--- src/rtl/bli_pkg.sv ---
// shared types and codes for the bounded list block
package bli_pkg;

    localparam logic [1:0] OP_INS_FRONT = 2'd0;
    localparam logic [1:0] OP_INS_BACK  = 2'd1;
    localparam logic [1:0] OP_DELETE    = 2'd2;

    localparam logic [1:0] ST_OK    = 2'd0;
    localparam logic [1:0] ST_FULL  = 2'd1;
    localparam logic [1:0] ST_EMPTY = 2'd2;
    localparam logic [1:0] ST_NOPOS = 2'd3;

    localparam int VALUE_W = 32;
    localparam int POS_W   = 16;
    localparam int COUNT_W = 5;

    typedef struct packed {
        logic                ins_front;
        logic                ins_back;
        logic                del;
        logic [VALUE_W-1:0]  value;
        logic [POS_W-1:0]    idx;
        logic [POS_W-1:0]    count;
    } bli_cmd_t;

endpackage

--- src/rtl/bli_cell.sv ---
// one storage cell of the list chain
module bli_cell #(
    parameter int INDEX = 0
) (
    input  logic                         clk,
    input  bli_pkg::bli_cmd_t            cmd,
    input  logic [bli_pkg::VALUE_W-1:0]  left_value,
    input  logic [bli_pkg::VALUE_W-1:0]  right_value,
    output logic [bli_pkg::VALUE_W-1:0]  cell_value,
    output logic [bli_pkg::VALUE_W-1:0]  tap
);

    localparam logic [bli_pkg::POS_W-1:0] MY_IDX = bli_pkg::POS_W'(INDEX);

    logic [bli_pkg::VALUE_W-1:0] value_reg;
    logic [bli_pkg::VALUE_W-1:0] value_next;

    always_comb
    begin
        value_next = value_reg;
        if (cmd.ins_front)
        begin
            value_next = (INDEX == 0) ? cmd.value : left_value;
        end
        else if (cmd.ins_back && (cmd.count == MY_IDX))
        begin
            value_next = cmd.value;
        end
        else if (cmd.del && (MY_IDX >= cmd.idx))
        begin
            value_next = right_value;
        end
    end

    always_ff @(posedge clk)
    begin
        value_reg <= value_next;
    end

    assign cell_value = value_reg;
    assign tap        = (cmd.idx == MY_IDX) ? value_reg : '0;

endmodule

--- src/rtl/bli_chain.sv ---
// row of list cells with neighbor links and removal tap
module bli_chain #(
    parameter int CAPACITY = 16
) (
    input  logic                         clk,
    input  bli_pkg::bli_cmd_t            cmd,
    output logic [bli_pkg::VALUE_W-1:0]  picked_value
);

    logic [bli_pkg::VALUE_W-1:0] values [CAPACITY];
    logic [bli_pkg::VALUE_W-1:0] taps   [CAPACITY];

    for (genvar i = 0; i < CAPACITY; i++)
    begin : g_cell
        logic [bli_pkg::VALUE_W-1:0] left_v;
        logic [bli_pkg::VALUE_W-1:0] right_v;

        if (i == 0)
        begin : g_first
            assign left_v = '0;
        end
        else
        begin : g_mid_l
            assign left_v = values[i-1];
        end

        if (i == CAPACITY - 1)
        begin : g_last
            assign right_v = '0;
        end
        else
        begin : g_mid_r
            assign right_v = values[i+1];
        end

        bli_cell #(
            .INDEX (i)
        ) u_cell (
            .clk         (clk),
            .cmd         (cmd),
            .left_value  (left_v),
            .right_value (right_v),
            .cell_value  (values[i]),
            .tap         (taps[i])
        );
    end

    always_comb
    begin
        picked_value = '0;
        for (int i = 0; i < CAPACITY; i++)
        begin
            picked_value = picked_value | taps[i];
        end
    end

endmodule

--- src/rtl/bounded_list_insert_delete.sv ---
// top level of the bounded ordered list with front/back insert and delete
//
// input channel: in_valid / in_ready carries one request word with
// operation, value and position. output channel: out_valid / out_ready
// carries one result word with status, removed_value and element_count.
// every request gives exactly one result.
// the result appears in the cycle after the request is accepted.
// throughput: one request per cycle unless out_ready stalls; all cells
// shift in the same cycle that the request is taken, so nothing iterates.
// the removed value is picked from the row by a gated or-reduction over
// all cells.
// in_ready is high while the output register is empty or being drained,
// so a stalled receiver holds the result and blocks only new requests.
// reset clears the element count and the output valid; cell contents are
// left as they are and are never read before being written.
module bounded_list_insert_delete #(
    parameter int CAPACITY = 16
) (
    input  logic                                clk,
    input  logic                                rst_n,
    input  logic                                in_valid,
    output logic                                in_ready,
    input  logic [1:0]                          operation,
    input  logic signed [bli_pkg::VALUE_W-1:0]  value,
    input  logic [bli_pkg::POS_W-1:0]           position,
    output logic                                out_valid,
    input  logic                                out_ready,
    output logic [1:0]                          status,
    output logic signed [bli_pkg::VALUE_W-1:0]  removed_value,
    output logic [bli_pkg::COUNT_W-1:0]         element_count
);

    localparam int CW = $clog2(CAPACITY + 1);

    logic [CW-1:0]                count_reg;
    logic [CW-1:0]                count_next;
    logic                         out_valid_reg;
    logic [1:0]                   status_reg;
    logic [1:0]                   status_next;
    logic [bli_pkg::VALUE_W-1:0]  removed_reg;
    logic [bli_pkg::VALUE_W-1:0]  removed_next;
    logic [bli_pkg::COUNT_W-1:0]  ecount_reg;

    logic                         accept;
    logic [bli_pkg::POS_W-1:0]    count16;
    logic [bli_pkg::POS_W-1:0]    del_idx;
    logic [bli_pkg::VALUE_W-1:0]  picked_value;
    bli_pkg::bli_cmd_t            cmd;

    assign in_ready = !out_valid_reg || out_ready;
    assign accept   = in_valid && in_ready;
    assign count16  = bli_pkg::POS_W'(count_reg);
    assign del_idx  = (position == '0) ? '0 : position - 1'b1;

    always_comb
    begin
        cmd.ins_front = 1'b0;
        cmd.ins_back  = 1'b0;
        cmd.del       = 1'b0;
        cmd.value     = value;
        cmd.idx       = del_idx;
        cmd.count     = count16;
        status_next   = bli_pkg::ST_OK;
        removed_next  = '0;
        count_next    = count_reg;
        case (operation)
            bli_pkg::OP_INS_FRONT,
            bli_pkg::OP_INS_BACK:
            begin
                if (count16 >= bli_pkg::POS_W'(CAPACITY))
                begin
                    status_next = bli_pkg::ST_FULL;
                end
                else
                begin
                    cmd.ins_front = accept && (operation == bli_pkg::OP_INS_FRONT);
                    cmd.ins_back  = accept && (operation == bli_pkg::OP_INS_BACK);
                    count_next    = count_reg + 1'b1;
                end
            end
            bli_pkg::OP_DELETE:
            begin
                if (count_reg == '0)
                begin
                    status_next = bli_pkg::ST_EMPTY;
                end
                else if (del_idx >= count16)
                begin
                    status_next = bli_pkg::ST_NOPOS;
                end
                else
                begin
                    cmd.del      = accept;
                    removed_next = picked_value;
                    count_next   = count_reg - 1'b1;
                end
            end
            default:
            begin
                status_next = bli_pkg::ST_OK;
            end
        endcase
    end

    bli_chain #(
        .CAPACITY (CAPACITY)
    ) u_chain (
        .clk          (clk),
        .cmd          (cmd),
        .picked_value (picked_value)
    );

    always_ff @(posedge clk or negedge rst_n)
    begin
        if (!rst_n)
        begin
            count_reg     <= '0;
            out_valid_reg <= 1'b0;
        end
        else
        begin
            if (accept)
            begin
                count_reg     <= count_next;
                out_valid_reg <= 1'b1;
            end
            else if (out_ready)
            begin
                out_valid_reg <= 1'b0;
            end
        end
    end

    always_ff @(posedge clk)
    begin
        if (accept)
        begin
            status_reg  <= status_next;
            removed_reg <= removed_next;
            ecount_reg  <= bli_pkg::COUNT_W'(count_next);
        end
    end

    assign out_valid     = out_valid_reg;
    assign status        = status_reg;
    assign removed_value = removed_reg;
    assign element_count = ecount_reg;

endmodule

--- config.mk ---
export PLATFORM = sky130hd
export DESIGN_NAME = bounded_list_insert_delete
export DESIGN_NICKNAME = d
export VERILOG_FILES = /design/src/rtl/bli_pkg.sv /design/src/rtl/bli_cell.sv /design/src/rtl/bli_chain.sv /design/src/rtl/bounded_list_insert_delete.sv
export SDC_FILE = /design/constraint.sdc
export NUM_CORES = 1
export LEC_CHECK = 0
export ABC_AREA = 1
export BUFFER_PORTS_ARGS = -buffer_cell sky130_fd_sc_hd__buf_2
export CAP_MARGIN = 5
export CORE_ASPECT_RATIO = 1.25
export CORE_MARGIN = 4
export CORE_UTILIZATION = 25
export CTS_CLUSTER_DIAMETER = 60
export DETAILED_ROUTE_END_ITERATION = 8
export PLACE_DENSITY = 0.38
export SLEW_MARGIN = 20
export SYNTH_ARGS = -nofsm -noshare
export SYNTH_HDL_FRONTEND = slang
export SYNTH_HIERARCHICAL = 1
export SYNTH_SLANG_ARGS = --single-unit
--- constraint.sdc ---
create_clock -name clk -period 6.4 [get_ports clk]
set_clock_uncertainty 0.2 [all_clocks]
set_input_delay 0.96 -clock clk [delete_from_list [all_inputs] [get_ports clk]]
set_output_delay 0.96 -clock clk [all_outputs]
set_load 0.01 [all_outputs]
==> results by group <==
Worst setup path
  – Crit-path max FO: 32
  – CP Class: in2reg
  – Slowest library cell on the worst path: nand3_2
  – Largest stage delay, worst path: 630 ps
  – CP delay by family, top: simple AND/OR/NAND/NOR gates
  – Cell mode on critical path: nand2_1
  – Worst Path Required: 6500 ps
  – Crit. End Element: flip-flop
  – Crit path DAT: 4710 ps
  – CP Launch Type: input pin
  – Crit path buf inv count: 8

Drt
  – Antenna Nets Post-Route: 0
  – 1st-pass router iterations: 6
  – Drt total wl: 161 mm
  – Via Count: 39700
  – Drt initial violations: 3002
  – Routed vias/inst: 4.28
  – WL per Instance: 17.3 µm
  – Residual DRC: 0

Synth
  – Top_reg_cell synth: edfxtp_1
  – Syn avg cell area: 6.52 µm²
  – Ys async rst share: 0.0108
  – Post-Syn Area: 43800 µm²
  – Area contributors post-synth: edfxtp_1 (38%), nand2_1 (16%), inv_1 (14%)
  – #FFs+latches synth: 557
  – Post-synth top area cell: edfxtp_1
  – Post-synth top cells: nand2_1 (1837), inv_1 (1604), nor2_1 (1018)
  – Synth unique cells: 43
  – EDFF count, synth: 551
  – Gate Count Post-Synth: 6715
  – Seq/Total Area, Yosys: 0.381
  – Area share of the largest cell type after synthesis: 0.378
  – Ys Warns: 6
  – Most frequent cell after synthesis: nand2_1

Hold path
  – HP Class: reg2reg

Timing
  – Fmax achieved: 217 MHz
  – Min Tclk post-route: 4610 ps
  – Slew margin rel.: 0.317
  – Final setup violation count: 0
  – Worst-margin pin slew: 1020 ps
  – Post-route clock period utilization: 0.720
  – Endpoints failing hold: 0
  – RSZ-0062 raised after global routing: no
  – Final TNS setup: 0 ps
  – Pins over their slew limit: 0
  – Final Hold Slack: 315 ps

GRT
  – Largest net degree at the start of global routing: 91
  – Total GRT Usage: 0.174
  – First-pass GRT wire length: 247 mm
  – Initial antenna violation count: 5
  – Vias in the first global route: 38400
  – Grt total ovfl: 0

Clock tree
  – Root buffer cell: clkbuf_16
  – Clk sink count: 557
  – CTS tree: yes
  – Post_cts resized: 0
  – CTS Buf Count: 88
  – Clk slew on worst S/H paths: 50 ps
  – H-tree depth: 3
  – Clock Tree Buf Depth: 3
  – Clk Latency, worst-skew pair: 710 ps

Finish
  – Final core utilization: 0.286
  – Nets: 6933
  – Fraction of layout cells with a size suffix above 1: 0.0768
  – Max reg flops: 512
  – Layout area overhead: 13.7%

Power and ir drop
  – VDD IR-drop max: 164 µV
  – Static leakage: 26.5 nW
  – PD cells: 213 nW/µm²

Die
  – Die Y: 476 µm
  – DIE WIDTH: 382 µm
  – Core ar.: 174000 µm²
  – Die area: 182000 µm²
  – # IOs: 95
  – Initial cell density of the core: 0.252
  – # rows: 171

Placement
  – Dpl hpwl: 118 mm
  – Gpl congestion: 0.800
  – IO Port Bufs: 94

Status
  – Status: complete, no violations

Flow run
  – Max-Cap Viols: 0
[worst register-to-register path, stage by stage, from the launching register on]
cell and delay (ps):
dfrtp_2 390, inv_1 200, nand2_1 190, nor2_2 510
buf_4 310, nand2_1 120, nor2_4 110, buf_4 360
nand3_4 430, nand3_1 260, buf_4 440
[power by group]
part | internal, W | switching [W] | total [W]
Combinational | 0.000370 | 0.000975 | 0.00135
Clock | 0.00285 | 0.00203 | 0.00488
Sequential | 0.00423 | 0.000137 | 0.00437
Total | 0.00745 | 0.00314 | 0.0106
[layout by cell type (no fill, tap or decap), types with 88 or more instances in the layout]
master	Yosys	layout
nand3_1	597	582
nor2_1	1018	1015
edfxtp_1	551	551
buf_2	146	94
clkbuf_16	0	88
nand2_1	1837	1837
buf_4	43	96
inv_1	1604	1604
conb_1	2	220
nand4_1	496	496
[per-layer routing]
metal  vias to the layer above  track usage  share of wire
met5                         -            0              0
met4                         0       0.0348          0.014
met3                       141       0.0206          0.043
met2                       759        0.286           0.45
met1                     18100        0.245           0.49
li1                      20600            -              -
[path summary, 6_finish.rpt]
path	start	endpoint	slack (ps)	cells after the start
min	out_valid	out_valid	320	2
min reg2reg	out_valid	out_valid	320	2
max reg2reg	count_reg[4]	u_chain/g_cell[9].u_cell/cell_value[15]	2470	10
max	position[0]	u_chain/g_cell[6].u_cell/cell_value[1]	1790	30
min in group asynchronous	rst_n	out_valid	450	2
max in group asynchronous	rst_n	count_reg[4]	5380	2
[per-stage QoR]
stage / setup WS, ps / area, µm² / total power (W) / std cells
6_report: 1790 / 49800 / 0.0106 / 9276
5_1_grt: 1310 / 49800 / 0.0111 / 9275
4_1_cts: 1810 / 49800 / 0.0108 / 9275
3_5_place_dp: 1070 / 46900 / 0.00580 / 9114
3_3_place_gp: 908 / 46900 / 0.00579 / 9114
2_1_floorplan: 412 / 44600 / 0.00526 / 6933
[cell families after synthesis]
family                     Yosys count  share of synthesized area
and+or+nand+nor                   4170                      0.428
buffers and inverters             1957                      0.185
DFF                                557                      0.381
AOI/OAI and AO/OA                   20                    0.00277
adders and majority gates            9                    0.00257
other                                2                   0.000171
[final cells by class]
type                            instances  area, µm²
Fill cell                           19300     124000
Multi-Input combinational cell       4419      20000
Sequential cell                       557      16700
Inverter                             1610       6040
Tap cell                             2335       2920
Clock buffer                          102       2250
Timing Repair Buffer                  194       1260
Clock inverter                         58        657
Antenna cell                            1       2.50
[repair_timing]
| action | in CTS | in global routing |
|---|---|---|
| hold endpoints to repair | 6 | 0 |
| hold buffers | 1 | 0 |
| setup buffers | 0 | 0 |
(Power assumes the default switching activity.)
